**src/adaptive_bin_histogram_fill_defines.svh**
```systemverilog
// ============================================================================
// Assertion macros for the adaptive bin histogram fill block
// Each macro checks one implication, in the same cycle or in the next one.
// ============================================================================
`ifndef ADAPTIVE_BIN_HISTOGRAM_FILL_DEFINES_SVH
`define ADAPTIVE_BIN_HISTOGRAM_FILL_DEFINES_SVH
`ifndef SYNTHESIS
`define ABH_ASSERT_SAME(label, clk, rst_n, ante, cons, msg) \
	label: assert property (@(posedge clk) disable iff (!rst_n) (ante) |-> (cons)) \
		else $error(msg);
`define ABH_ASSERT_NEXT(label, clk, rst_n, ante, cons, msg) \
	label: assert property (@(posedge clk) disable iff (!rst_n) (ante) |=> (cons)) \
		else $error(msg);
`else
`define ABH_ASSERT_SAME(label, clk, rst_n, ante, cons, msg)
`define ABH_ASSERT_NEXT(label, clk, rst_n, ante, cons, msg)
`endif
`endif

```
**src/abh_ram.sv**
```systemverilog
// ============================================================================
// abh_ram
// Generic single-port-write, single-port-read RAM with a registered read.
// ============================================================================
`timescale 1ns / 1ps

module abh_ram #(
	parameter int WIDTH = 32,
	parameter int DEPTH = 64,
	localparam int AW = (DEPTH > 1) ? $clog2(DEPTH) : 1
) (
	input  logic             clk,
	input  logic             we,
	input  logic [AW-1:0]    waddr,
	input  logic [WIDTH-1:0] wdata,
	input  logic             re,
	input  logic [AW-1:0]    raddr,
	output logic [WIDTH-1:0] rdata
);

	logic [WIDTH-1:0] mem [DEPTH];

	always_ff @(posedge clk) begin
		if (we) begin
			mem[waddr] <= wdata;
		end
		if (re) begin
			rdata <= mem[raddr];
		end
	end

endmodule

```
**config.mk**
```make
export PLATFORM = sky130hd
export DESIGN_NAME = abh_ram
export DESIGN_NICKNAME = d
export VERILOG_FILES = /design/src/adaptive_bin_histogram_fill_defines.svh /design/src/abh_ram.sv
export SDC_FILE = /design/constraint.sdc
export NUM_CORES = 2
export LEC_CHECK = 0
export BUFFER_PORTS_ARGS = -buffer_cell sky130_fd_sc_hd__buf_2
export CELL_PAD_IN_SITES_DETAIL_PLACEMENT = 0
export CELL_PAD_IN_SITES_GLOBAL_PLACEMENT = 2
export CORE_MARGIN = 8
export CORE_UTILIZATION = 54
export CTS_BUF_LIST = sky130_fd_sc_hd__clkbuf_8
export DETAILED_ROUTE_END_ITERATION = 6
export GPL_TIMING_DRIVEN = 1
export PLACE_DENSITY = 0.86
export REMOVE_ABC_BUFFERS = 1
export SYNTH_ARGS = -nofsm -noshare
export SYNTH_HDL_FRONTEND = slang
export SYNTH_SLANG_ARGS = --single-unit
export TNS_END_PERCENT = 100
```
**constraint.sdc**
```tcl
create_clock -name clk -period 4.7 [get_ports clk]
set_input_delay 0.705 -clock clk [delete_from_list [all_inputs] [get_ports clk]]
set_output_delay 0.705 -clock clk [all_outputs]
set_load 0.01 [all_outputs]
```
==> run_results.csv <==
group,metric,value,unit
route,drc,0,
sta,rsz0062_at_grt,"no",
yosys,synth_common_cells,"2080 x edfxtp_1, 544 x mux4_2, 137 x nor2_1, 93 x mux2i_1, 84 x o22ai_1",
yosys,yosysMostFrequentCell,"edfxtp_1",
grt,top_usage_layer,"met2",
grt,grt_usage,23.9,%
route,post_drt_wl_per_cell,32.1,um
die,die_h,398,um
grt,grt_pass1_wl,271000,um
yosys,netlist_area,78800,um2
clock_network,post_cts_buffers,0,
die,die_w,398,um
die,initial_utilization,54.2,%
sta,maxSlewHeadroom,14.8,%
clock_network,cts_max_level,5,
worst_setup_path,worstPathCellList,"buf_8 -> buf_12 -> buf_4 -> mux4_2 -> mux4_2 -> o22ai_1 -> nor2_1",
sta,finalCritPeriodShare,59.6,%
hold_path,hold_path_class,"in -> reg",
sta,setup_tns,0,ps
yosys,synth_edf_count,2080,
die,rows,140,
grt,grt_overflow_total,0,
route,via_per_inst,6.39,
yosys,synth.top_cell.area_share,79.2,%
yosys,ys_async_sr_fraction,0,%
route,firstDrtPassIters,7,
worst_setup_path,slowest_stage,"o22ai_1",
clock_network,ctsLongestPathBuffers,4,
sta,hold_ws,315,ps
worst_setup_path,cp_data_required_time,5420,ps
yosys,synth_seq_area_share,79.2,%
sta,tightest_slew,1280,ps
route,drtAntennaViolNets,0,
yosys,synthTopCellsByArea,"edfxtp_1 79%, mux4_2 16%, mux2i_1 1.2%, o22ai_1 0.67%, nor2_1 0.65%",
placement,dpl.hpwl,106000,um
sta,setup_viol,0,
grt,grt_pass1_vias,38100,
clock_network,cts_tree,"done",
grt,gr-usage-met1,33.8,%
worst_setup_path,critPathMostFrequentCell,"mux4_2",
placement,gp_congestion,0.790,
yosys,synth_top_flop_cell,"edfxtp_1",
yosys,yosysTopAreaCell,"edfxtp_1",
finish,fillCellCount,9780,
worst_setup_path,arrival,3520,ps
die,num_io_pins,79,
route,routed_wl,188000,um
yosys,yosysWarnings,0,
power_and_ir_drop,powerDensity,407,nW/um2
power_and_ir_drop,leakagePower,27.9,nW
grt,met3_usage,5.00,%
grt,grtUsageMet2,38.4,%
worst_setup_path,critPathMaxStageDelay,650,ps
yosys,syn-instance-count,3324,
worst_setup_path,cp-start-kind,"input port",
sta,finalClockSkew,52.6,ps
die,core,145000,um2
yosys,syn_area_per_cell,23.7,um2
yosys,synth_cell_types,33,
clock_network,root_buffer,"clkbuf_8",
power_and_ir_drop,peakVddDrop,0.000253,V
finish,final_layout_size_suffix_gt1_share,31.4,%
sta,hold_viol,0,
yosys,synth_seq_cells,2080,
grt,grt_max_degree,82,
route,drtIter0Drc,4075,
worst_setup_path,critPathBufInv,3,
clock_network,clock_latency,1020,ps
placement,io_buffers,78,
sta,fin_crit,2800,ps
finish,finalNetCount,3763,
sta,maxSlewViolCount,0,
sta,fmax,0.357,GHz
clock_network,cts_made_buffers,330,
clock_network,hold_buffers,0,
grt,antenna_found_initial,7,
die,dieArea,158000,um2
worst_setup_path,crit_path_max_fanout,54,
clock_network,ctsResizeCount,0,
worst_setup_path,cpLargestDelayFamily,"buffers and inverters",
worst_setup_path,path_class,"in -> reg",
route,vias,37500,
run_status,status,"finished, final reports clean",
worst_setup_path,end_kind,"flip-flop",
clock_network,clk_pin_slew_worst_paths,60,ps
flow_run,cap_violations,0,
finish,syn_to_final_growth,12.2,%
clock_network,cts_sinks,2080,
metal layers:
layer	up-vias	wire, um	share of wire [%]
met4	4	4580	2.4
met2	2112	92200	49
met5	-	29	0.015
met1	20000	73100	39
met3	290	18500	9.8
li1	15100	-	-
through the flow:
stage	util [%]	power [W]	worst slack [ps]	cell area [um2]	instances
after CTS	60.8	0.0363	1950	88400	5865
final	60.8	0.0360	1900	88400	5871
after detailed placement	56.9	0.0229	914	82800	5301
after global placement	56.9	0.0229	911	82800	5301
after floorplan	-	0.0218	987	77900	3142
after global routing	60.8	0.0372	1780	88400	5866
final timing paths:
kind / cells past startpoint / from / slack (ps) / to
setup / recovery: 7 / raddr[1] / 1900 / rdata[19]
hold reg to reg: 4 / mem[28][20] / 850 / rdata[20]
hold / removal: 1 / re / 310 / rdata[12]
setup reg to reg: 4 / mem[11][19] / 2270 / rdata[19]
worst reg2reg max path: stages, from the launching register on:
cell      delay [ps]
edfxtp_1         360
mux4_2           480
mux4_2           550
o22ai_1          660
nor2_1           100
power breakdown:
group          leakage [nW]  total (W)  internal [W]  switching [W]
registers              18.7     0.0207        0.0206      0.0000701
clock network          3.27     0.0135       0.00681        0.00672
logic                  5.92    0.00184      0.000688        0.00115
total                  27.9     0.0360        0.0281        0.00795
registers in the layout (all words and copies together), names as in the netlist:
signal / count
mem: 2048
rdata: 32
kinds of logic (layout without fill, tap and decap cells):
group | after synthesis | after routing | synth area share [%]
other cells | 0 | 6 | 0
simple gates | 223 | 223 | 1.26
compound gates | 202 | 202 | 1.67
flops | 2080 | 2080 | 79.2
mux | 637 | 637 | 16.7
buf+inv | 182 | 806 | 1.12
placed cells by master (no fill, tap or decap), types with 6 or more instances in the layout:
master | synthesis | routed
a311oi_1 | 8 | 8
clkinv_1 | 0 | 83
nand2_1 | 26 | 26
diode_2 | 0 | 6
nand2b_1 | 8 | 7
a22oi_1 | 12 | 12
mux4_2 | 544 | 544
clkinv_2 | 0 | 38
edfxtp_1 | 2080 | 2080
clkbuf_8 | 0 | 338
o22ai_1 | 84 | 84
mux2i_1 | 93 | 93
inv_1 | 0 | 95
nor2_1 | 137 | 75
buf_4 | 25 | 142
nor2_4 | 0 | 62
a21oi_1 | 62 | 62
buf_2 | 57 | 73
o221ai_1 | 27 | 27
buf_12 | 0 | 23
nor2b_1 | 15 | 15
layout make-up:
type | count | area, um2 | area share [%]
well taps | 1917 | 2400 | 2.71
diodes | 6 | 15.0 | 0.0170
clock buffers | 338 | 4650 | 5.26
flip-flops and latches | 2080 | 62500 | 70.6
clock inverters | 226 | 1000 | 1.13
repair buffers | 242 | 1950 | 2.20
multi-input cells | 1062 | 16000 | 18.1
Power figures use the tool's default switching activity.
