--- src/adaptive_bin_histogram_fill_defines.svh ---
// ============================================================================
// Assertion macros for the adaptive bin histogram fill block
// Each macro checks one implication, in the same cycle or in the next one.
// ============================================================================
`ifndef ADAPTIVE_BIN_HISTOGRAM_FILL_DEFINES_SVH
`define ADAPTIVE_BIN_HISTOGRAM_FILL_DEFINES_SVH
`ifndef SYNTHESIS
`define ABH_ASSERT_SAME(label, clk, rst_n, ante, cons, msg) \
	label: assert property (@(posedge clk) disable iff (!rst_n) (ante) |-> (cons)) \
		else $error(msg);
`define ABH_ASSERT_NEXT(label, clk, rst_n, ante, cons, msg) \
	label: assert property (@(posedge clk) disable iff (!rst_n) (ante) |=> (cons)) \
		else $error(msg);
`else
`define ABH_ASSERT_SAME(label, clk, rst_n, ante, cons, msg)
`define ABH_ASSERT_NEXT(label, clk, rst_n, ante, cons, msg)
`endif
`endif

--- src/abh_pkg.sv ---
// ============================================================================
// abh_pkg
// Types and constants shared by the adaptive bin histogram fill modules.
// ============================================================================
`timescale 1ns / 1ps

package abh_pkg;

	typedef enum logic [1:0] {
		OP_LOAD = 2'd0,
		OP_FILL = 2'd1,
		OP_READ = 2'd2,
		OP_NONE = 2'd3
	} op_t;

	typedef enum logic [2:0] {
		CFG_HALF_BINS = 3'd0,
		CFG_Y_BINS    = 3'd1,
		CFG_Y_MIN     = 3'd2,
		CFG_Y_MAX     = 3'd3,
		CFG_Y_SCALE   = 3'd4
	} cfg_idx_t;

	typedef enum logic [1:0] {
		ST_CLEAR,
		ST_IDLE,
		ST_LOCATE,
		ST_ACCESS
	} top_state_t;

	typedef enum logic [1:0] {
		LS_IDLE,
		LS_LAST,
		LS_SCAN,
		LS_ADDR
	} loc_state_t;

	typedef struct packed {
		logic [6:0]         half_bins;
		logic [8:0]         y_bins;
		logic signed [31:0] y_min;
		logic signed [31:0] y_max;
		logic [31:0]        y_scale;
	} cfg_t;

	typedef struct packed {
		logic done;
		logic hit;
	} loc_rsp_t;

	localparam logic [6:0] HALF_BINS_RST = 7'd64;
	localparam logic [8:0] Y_BINS_RST    = 9'd256;

endpackage

--- src/abh_ram.sv ---
// ============================================================================
// abh_ram
// Generic single-port-write, single-port-read RAM with a registered read.
// ============================================================================
`timescale 1ns / 1ps

module abh_ram #(
	parameter int WIDTH = 32,
	parameter int DEPTH = 64,
	localparam int AW = (DEPTH > 1) ? $clog2(DEPTH) : 1
) (
	input  logic             clk,
	input  logic             we,
	input  logic [AW-1:0]    waddr,
	input  logic [WIDTH-1:0] wdata,
	input  logic             re,
	input  logic [AW-1:0]    raddr,
	output logic [WIDTH-1:0] rdata
);

	logic [WIDTH-1:0] mem [DEPTH];

	always_ff @(posedge clk) begin
		if (we) begin
			mem[waddr] <= wdata;
		end
		if (re) begin
			rdata <= mem[raddr];
		end
	end

endmodule

--- src/abh_locate.sv ---
// ============================================================================
// abh_locate
// Bin locator: walks the boundary table one entry per cycle to find the x
// bin, scales y to its linear bin and forms the histogram address.
// ============================================================================
`timescale 1ns / 1ps

module abh_locate #(
	parameter int MAX_HALF_BINS = 64,
	parameter int MAX_Y_BINS = 256,
	localparam int KAW = $clog2(MAX_HALF_BINS),
	localparam int HAW = $clog2((2 * MAX_HALF_BINS + 2) * (MAX_Y_BINS + 2))
) (
	input  logic               clk,
	input  logic               arst_n,
	input  abh_pkg::cfg_t      cfg,
	input  logic               start,
	input  logic signed [31:0] x,
	input  logic signed [31:0] y,
	input  logic               kw_en,
	input  logic [KAW-1:0]     kw_addr,
	input  logic [31:0]        kw_data,
	output abh_pkg::loc_rsp_t  rsp,
	output logic [HAW-1:0]     addr
);

	import abh_pkg::*;

	localparam int HW   = $clog2(MAX_HALF_BINS + 1);
	localparam int CMPW = (HW > 7) ? HW : 7;
	localparam int NYW  = $clog2(MAX_Y_BINS + 1);
	localparam int CMPY = (NYW > 9) ? NYW : 9;
	localparam int XW   = $clog2(2 * MAX_HALF_BINS + 1);
	localparam int RW   = $clog2(2 * MAX_HALF_BINS + 3);
	localparam int YBW  = $clog2(MAX_Y_BINS + 2);

	loc_state_t state_q, state_d;

	logic [CMPW-1:0]    h_w;
	logic [HW-1:0]      h_eff;
	logic [HW-1:0]      h_m1;
	logic [CMPY-1:0]    ny_w;
	logic [NYW-1:0]     ny_eff;
	logic [32:0]        a_in;
	logic [32:0]        a_q;
	logic               xneg_q;
	logic [31:0]        ydiff_q;
	logic [63:0]        prod_q;
	logic [KAW-1:0]     cnt_q;
	logic               prev_le_q;
	logic [YBW-1:0]     ybin_q;
	logic [XW-1:0]      xbin_q;
	logic [HAW-1:0]     addr_q;
	logic               done_q;
	logic               hit_q;
	logic [31:0]        t_data;
	logic signed [33:0] a_s;
	logic signed [33:0] t_s;
	logic               le;
	logic [KAW-1:0]     rd_addr;
	logic               cap;
	logic               mul_en;
	logic               cnt_clr;
	logic               cnt_inc;
	logic               xbin_ld;
	logic               found;
	logic               addr_ld;
	logic               fin;
	logic               fin_hit;
	logic [KAW-1:0]     b_sel;
	logic [XW-1:0]      xbin_d;
	logic [47:0]        off;
	logic [NYW-1:0]     off_sat;
	logic [YBW-1:0]     ybin_d;
	logic [RW-1:0]      row;
	logic [YBW+RW-1:0]  yrow;
	logic [HAW-1:0]     addr_d;

	assign h_w    = (CMPW'(cfg.half_bins) > CMPW'(MAX_HALF_BINS)) ?
		CMPW'(MAX_HALF_BINS) : CMPW'(cfg.half_bins);
	assign h_eff  = HW'(h_w);
	assign h_m1   = h_eff - HW'(1);
	assign ny_w   = (CMPY'(cfg.y_bins) > CMPY'(MAX_Y_BINS)) ?
		CMPY'(MAX_Y_BINS) : CMPY'(cfg.y_bins);
	assign ny_eff = NYW'(ny_w);

	assign a_in = x[31] ? (33'd0 - {x[31], x}) : {1'b0, x};
	assign a_s  = signed'({1'b0, a_q});
	assign t_s  = signed'({{2{t_data[31]}}, t_data});
	assign le   = (a_s <= t_s);

	assign b_sel  = found ? (cnt_q - KAW'(1)) : cnt_q;
	assign xbin_d = xneg_q ? (XW'(b_sel) + XW'(1)) : ((XW'(h_eff) << 1) - XW'(b_sel));

	assign off     = prod_q[63:16];
	assign off_sat = (off > 48'(ny_eff)) ? ny_eff : off[NYW-1:0];
	assign ybin_d  = YBW'(off_sat) + YBW'(1);
	assign row     = (RW'(h_eff) << 1) + RW'(2);
	assign yrow    = (YBW+RW)'(ybin_q) * (YBW+RW)'(row);
	assign addr_d  = HAW'(xbin_q) + HAW'(yrow);

	abh_ram #(
		.WIDTH (32),
		.DEPTH (MAX_HALF_BINS)
	) u_kappa_ram (
		.clk   (clk),
		.we    (kw_en),
		.waddr (kw_addr),
		.wdata (kw_data),
		.re    (1'b1),
		.raddr (rd_addr),
		.rdata (t_data)
	);

	always_ff @(posedge clk or negedge arst_n) begin
		if (!arst_n) begin
			state_q <= LS_IDLE;
			done_q  <= 1'b0;
			hit_q   <= 1'b0;
		end else begin
			state_q <= state_d;
			done_q  <= fin;
			hit_q   <= fin_hit;
		end
	end

	always_comb begin
		state_d = state_q;
		rd_addr = cnt_q + KAW'(1);
		cap     = 1'b0;
		mul_en  = 1'b0;
		cnt_clr = 1'b0;
		cnt_inc = 1'b0;
		xbin_ld = 1'b0;
		found   = 1'b0;
		addr_ld = 1'b0;
		fin     = 1'b0;
		fin_hit = 1'b0;
		case (state_q)
			LS_IDLE: begin
				rd_addr = h_m1[KAW-1:0];
				if (start) begin
					if (h_eff == '0 || y < cfg.y_min || y > cfg.y_max) begin
						fin = 1'b1;
					end else begin
						cap     = 1'b1;
						state_d = LS_LAST;
					end
				end
			end
			LS_LAST: begin
				rd_addr = '0;
				if (a_s < t_s) begin
					fin     = 1'b1;
					state_d = LS_IDLE;
				end else begin
					mul_en  = 1'b1;
					cnt_clr = 1'b1;
					state_d = LS_SCAN;
				end
			end
			LS_SCAN: begin
				if (cnt_q == '0 && !le) begin
					fin     = 1'b1;
					state_d = LS_IDLE;
				end else if (cnt_q != '0 && prev_le_q && !le) begin
					found   = 1'b1;
					xbin_ld = 1'b1;
					state_d = LS_ADDR;
				end else if (HW'(cnt_q) == h_m1) begin
					xbin_ld = 1'b1;
					state_d = LS_ADDR;
				end else begin
					cnt_inc = 1'b1;
				end
			end
			LS_ADDR: begin
				addr_ld = 1'b1;
				fin     = 1'b1;
				fin_hit = 1'b1;
				state_d = LS_IDLE;
			end
			default: begin
				state_d = LS_IDLE;
			end
		endcase
	end

	always_ff @(posedge clk) begin
		if (cap) begin
			a_q     <= a_in;
			xneg_q  <= x[31];
			ydiff_q <= y - cfg.y_min;
		end
		if (mul_en) begin
			prod_q <= 64'(ydiff_q) * 64'(cfg.y_scale);
		end
		if (cnt_clr) begin
			cnt_q <= '0;
		end else if (cnt_inc) begin
			cnt_q     <= cnt_q + KAW'(1);
			prev_le_q <= le;
		end
		if (state_q == LS_SCAN) begin
			ybin_q <= ybin_d;
		end
		if (xbin_ld) begin
			xbin_q <= xbin_d;
		end
		if (addr_ld) begin
			addr_q <= addr_d;
		end
	end

	assign rsp.done = done_q;
	assign rsp.hit  = hit_q;
	assign addr     = addr_q;

endmodule

--- config.mk ---
export PLATFORM = sky130hd
export DESIGN_NAME = abh_locate
export DESIGN_NICKNAME = d
export VERILOG_FILES = /design/src/adaptive_bin_histogram_fill_defines.svh /design/src/abh_pkg.sv /design/src/abh_ram.sv /design/src/abh_locate.sv
export SDC_FILE = /design/constraint.sdc
export NUM_CORES = 2
export LEC_CHECK = 0
export BUFFER_PORTS_ARGS = -buffer_cell sky130_fd_sc_hd__buf_2
export CAP_MARGIN = 15
export CORE_ASPECT_RATIO = 0.8
export CORE_MARGIN = 4
export CORE_UTILIZATION = 29
export CTS_BUF_LIST = sky130_fd_sc_hd__clkbuf_4
export CTS_CLUSTER_DIAMETER = 50
export CTS_CLUSTER_SIZE = 25
export DETAILED_ROUTE_END_ITERATION = 6
export SYNTH_ARGS = -nofsm -noshare
export SYNTH_HDL_FRONTEND = slang
export SYNTH_SLANG_ARGS = --single-unit
--- constraint.sdc ---
create_clock -name clk -period 10.3 [get_ports clk]
set_input_delay 2.06 -clock clk [delete_from_list [all_inputs] [get_ports clk]]
set_output_delay 2.06 -clock clk [all_outputs]
set_load 0.05 [all_outputs]
==> PnR_summary.wiki <==
{| class="wikitable"
! Metric !! Value
|-
| CTS tree || built
|-
| Total of max-cap violations || 0
|-
| Total number of vias || 84444
|-
| Initial Utilization || 29.2%
|-
| Final hold violations || 0
|-
| Horizontal die dimension || 747 µm
|-
| # nets final || 12622
|-
| Largest family of logic cells by synthesized area || adder cells
|-
| Path class of the lowest-slack min-delay path || register to register
|-
| Worst R2R Path Depth || 27
|-
| Count of buffers inserted at the top-level ports || 235
|-
| Final HPWL from detailed placement || 227000 µm
|-
| Die outline height || 599 µm
|-
| Count of antenna-violating nets left after detailed routing || 0
|-
| Growth of design area from synthesis to finish || 9.79%
|-
| Full die area || 448000 µm²
|-
| Post-synthesis share of cell area spent on and, or, nand and nor gates || 15.6%
|-
| Hold Worst Slack || 0.486 ns
|-
| Most frequent cell after synthesis || sky130_fd_sc_hd__nand2_1
|-
| Clock buffer count from CTS || 216
|-
| Fill count || 43780
|-
| Final worst path period need || 8.99 ns
|-
| Setup crit end kind || register
|-
| Fraction of the mapped netlist area in compound gates || 6.35%
|-
| Total of cells resized after clock tree synthesis || 0
|-
| Dominant register cell in the synthesized netlist || sky130_fd_sc_hd__edfxtp_1
|-
| Crit path arrival time || 10.10 ns
|-
| Reg-to-reg startpoint || ydiff_q[10]$_DFFE_PP_
|-
| Vias in the first global route || 81417
|-
| Biggest area contributors in the synthesized netlist || sky130_fd_sc_hd__edfxtp_1, sky130_fd_sc_hd__fa_1, sky130_fd_sc_hd__nand2_1, sky130_fd_sc_hd__ha_1, sky130_fd_sc_hd__inv_1
|-
| Netlist Area Pre-Place || 127000 µm²
|-
| Post-CTS setup repair buffer count || 0
|-
| Required time of the worst setup path || 11.41 ns
|-
| Final routed wire length divided by cell count || 21.4 µm
|-
| Maximum operating frequency || 0.111 GHz
|-
| I/O pin cnt || 236
|-
| GP Congestion || 0.853
|-
| Max H-tree Level || 4
|-
| Floorplan core area || 434000 µm²
|-
| Cell at the root of the clock tree || sky130_fd_sc_hd__clkbuf_4
|-
| Pin count of the biggest net entering global routing || 201
|-
| Cells on Worst Hold Path || 0
|-
| Site Rows || 216
|-
| Layout cell share with drive strength beyond 1 || 8.64%
|-
| Number of nets in the synthesized netlist || 12592
|-
| Sequential area share after synthesis || 52.7%
|-
| Type of the worst setup path || register to register
|-
| Mean post-synth cell area || 11.5 µm²
|-
| Skew-Pair Late Insertion Delay || 1.52 ns
|-
| Number of distinct library cells after synthesis || 81
|-
| Synthesis-stage register bit count || 2238
|-
| Setup repair after global routing missed its margin || false
|-
| Vias per cell || 4.96
|-
| Post-route clock period utilization || 87.3%
|-
| Number of search-and-repair iterations in the first detailed-routing pass || 6
|-
| Ys async rst share || 0.179%
|-
| Setup-violating endpoint count in the final report || 0
|-
| Largest area contributor in the netlist || sky130_fd_sc_hd__edfxtp_1
|-
| All-Layer GR Usage || 15.9%
|-
| Synthesized-area fraction occupied by adder cells || 18.9%
|-
| Number of synthesis warnings || 0
|-
| Total Negative Setup Slacks || 0 ns
|-
| Largest fanout of any net on the critical path || 17
|-
| Startpoint type of the worst setup path || register
|-
| Reg clk slew, reported paths || 0.14 ns
|-
| DR iter-0 viols || 9222
|-
| Worst-margin pin slew || 1.16 ns
|-
| Share of synthesized area spent on multiplexers || 0.0849%
|-
| Outcome || finished, final reports clean
|-
| Layout Skew || 0.192 ns
|-
| Count of final max-slew check failures || 0
|-
| TritonCTS sink count || 2238
|-
| Initial antenna violation count || 34
|-
| Post-Synth XOR/XNOR Area || 1.09%
|-
| Fraction of post-synthesis cell area in the top cell type by area || 52.0%
|-
| Slew HR || 22.0%
|-
| Routed Wire Length || 365000 µm
|-
| Hold_sp || xbin_q[0]$_DFFE_PP_
|-
| CTS Hold Buffers Added || 0
|-
| Cell count after synthesis || 11019
|-
| Most used standard cells in the synthesized netlist || sky130_fd_sc_hd__nand2_1, sky130_fd_sc_hd__edfxtp_1, sky130_fd_sc_hd__inv_1
|-
| Clk buf depth || 4
|-
| DRC Markers || 0
|-
| Final global-route overflow total || 0
|-
| Critical Path Source || ydiff_q[10]$_DFFE_PP_
|-
| EDFF count, synth || 2196
|-
| Wire length of the first global-routing pass || 541000 µm
|}
per-layer routing:
layer	share of wire [%]	GRT usage, %
met1	45	23.7
met2	42	23.1
met3	10	3.70
met4	2.4	3.86
met5	0.048	0
placed cells by master, fill, tap and decap left out, types with 122 or more instances in the layout:
| cell | synthesis | layout |
|---|---|---|
| sky130_fd_sc_hd__a31oi_1 | 144 | 144 |
| sky130_fd_sc_hd__ha_1 | 417 | 417 |
| sky130_fd_sc_hd__inv_1 | 1075 | 1075 |
| sky130_fd_sc_hd__buf_2 | 9 | 235 |
| sky130_fd_sc_hd__a21oi_1 | 233 | 232 |
| sky130_fd_sc_hd__nand3_1 | 556 | 556 |
| sky130_fd_sc_hd__and3_1 | 268 | 268 |
| sky130_fd_sc_hd__nand2_1 | 2638 | 2638 |
| sky130_fd_sc_hd__fa_1 | 938 | 938 |
| sky130_fd_sc_hd__buf_4 | 3 | 222 |
| sky130_fd_sc_hd__edfxtp_1 | 2196 | 2196 |
| sky130_fd_sc_hd__and2_1 | 583 | 582 |
| sky130_fd_sc_hd__clkbuf_4 | 0 | 233 |
| sky130_fd_sc_hd__xnor2_1 | 122 | 122 |
| sky130_fd_sc_hd__a311oi_1 | 386 | 386 |
cells by family after synthesis:
kind of cell	count (synthesis)
XOR/XNOR	158
flip-flops	2238
buffers and inverters	1747
multiplexers	10
other	1
AND/OR/NAND/NOR	4383
AO/OA/AOI/OAI	1127
adder cells (fa/ha/maj)	1355
sequential cells by signal (all words and copies together) (netlist names), 2 cells and up:
register and count:
u_kappa_ram.rdata 32, addr 16, u_kappa_ram.mem 2048, ydiff_q 32
prod_q 48, ybin_q 9, xbin_q 8, cnt_q 6
state_q 2, a_q 33
path summary, 6_finish.rpt:
check                                         endpoint  slack (ns)
min in group asynchronous       state_q[1]$_DFFE_PN0P_        0.60
worst min register to register       addr[0]$_DFFE_PP_        0.49
max in group asynchronous              hit_q$_DFF_PN0_        9.45
worst max-delay path              prod_q[63]$_DFFE_PP_        1.31
worst max register to register    prod_q[63]$_DFFE_PP_        1.31
worst min-delay path                 addr[0]$_DFFE_PP_        0.49
per-stage QoR:
stage          utilization [%]  area [µm²]  instances  setup WS (ns)
2_1_floorplan                -      127000      11019           1.23
3_3_place_gp              31.2      135000      16603          0.213
3_5_place_dp              31.2      135000      16604          0.138
4_1_cts                   32.0      139000      17008           1.47
5_1_grt                   32.0      139000      17020           1.02
6_report                  32.1      139000      17034           1.31
worst max-delay path: stages (launching register included):
cell and delay, ns:
sky130_fd_sc_hd__edfxtp_1 0.98, sky130_fd_sc_hd__buf_4 0.43, sky130_fd_sc_hd__and2_1 0.19, sky130_fd_sc_hd__fa_1 0.43, sky130_fd_sc_hd__fa_1 0.44, sky130_fd_sc_hd__fa_1 0.54
sky130_fd_sc_hd__inv_1 0.05, sky130_fd_sc_hd__fa_1 0.47, sky130_fd_sc_hd__inv_1 0.06, sky130_fd_sc_hd__fa_1 0.51, sky130_fd_sc_hd__inv_1 0.06, sky130_fd_sc_hd__fa_1 0.54
sky130_fd_sc_hd__inv_1 0.07, sky130_fd_sc_hd__fa_1 0.50, sky130_fd_sc_hd__inv_1 0.06, sky130_fd_sc_hd__fa_1 0.36, sky130_fd_sc_hd__inv_1 0.06, sky130_fd_sc_hd__ha_1 0.27
sky130_fd_sc_hd__and3_1 0.26, sky130_fd_sc_hd__and3_1 0.21, sky130_fd_sc_hd__or4_1 0.52, sky130_fd_sc_hd__o21ai_0 0.49, sky130_fd_sc_hd__buf_4 0.22, sky130_fd_sc_hd__nand2_1 0.17
sky130_fd_sc_hd__a21oi_1 0.37, sky130_fd_sc_hd__o2111ai_1 0.22, sky130_fd_sc_hd__a21oi_1 0.21, sky130_fd_sc_hd__xnor2_1 0.08
layout make-up:
| class | instances | area, µm² | area share (%) |
|---|---|---|---|
| Timing Repair Buffer | 483 | 3330 | 2.39 |
| Inverter | 1076 | 4040 | 2.90 |
| Clock buffer | 232 | 1740 | 1.25 |
| Multi-Input combinational cell | 7034 | 53900 | 38.7 |
| Antenna cell | 22 | 55.1 | 0.0396 |
| Tap cell | 5777 | 7230 | 5.20 |
| Sequential cell | 2238 | 66800 | 48.0 |
| Clock inverter | 172 | 2040 | 1.47 |
Power is left out: the tool's default activity adds up to more than one toggle a clock period on the data nets, which glitch-free logic cannot reach.
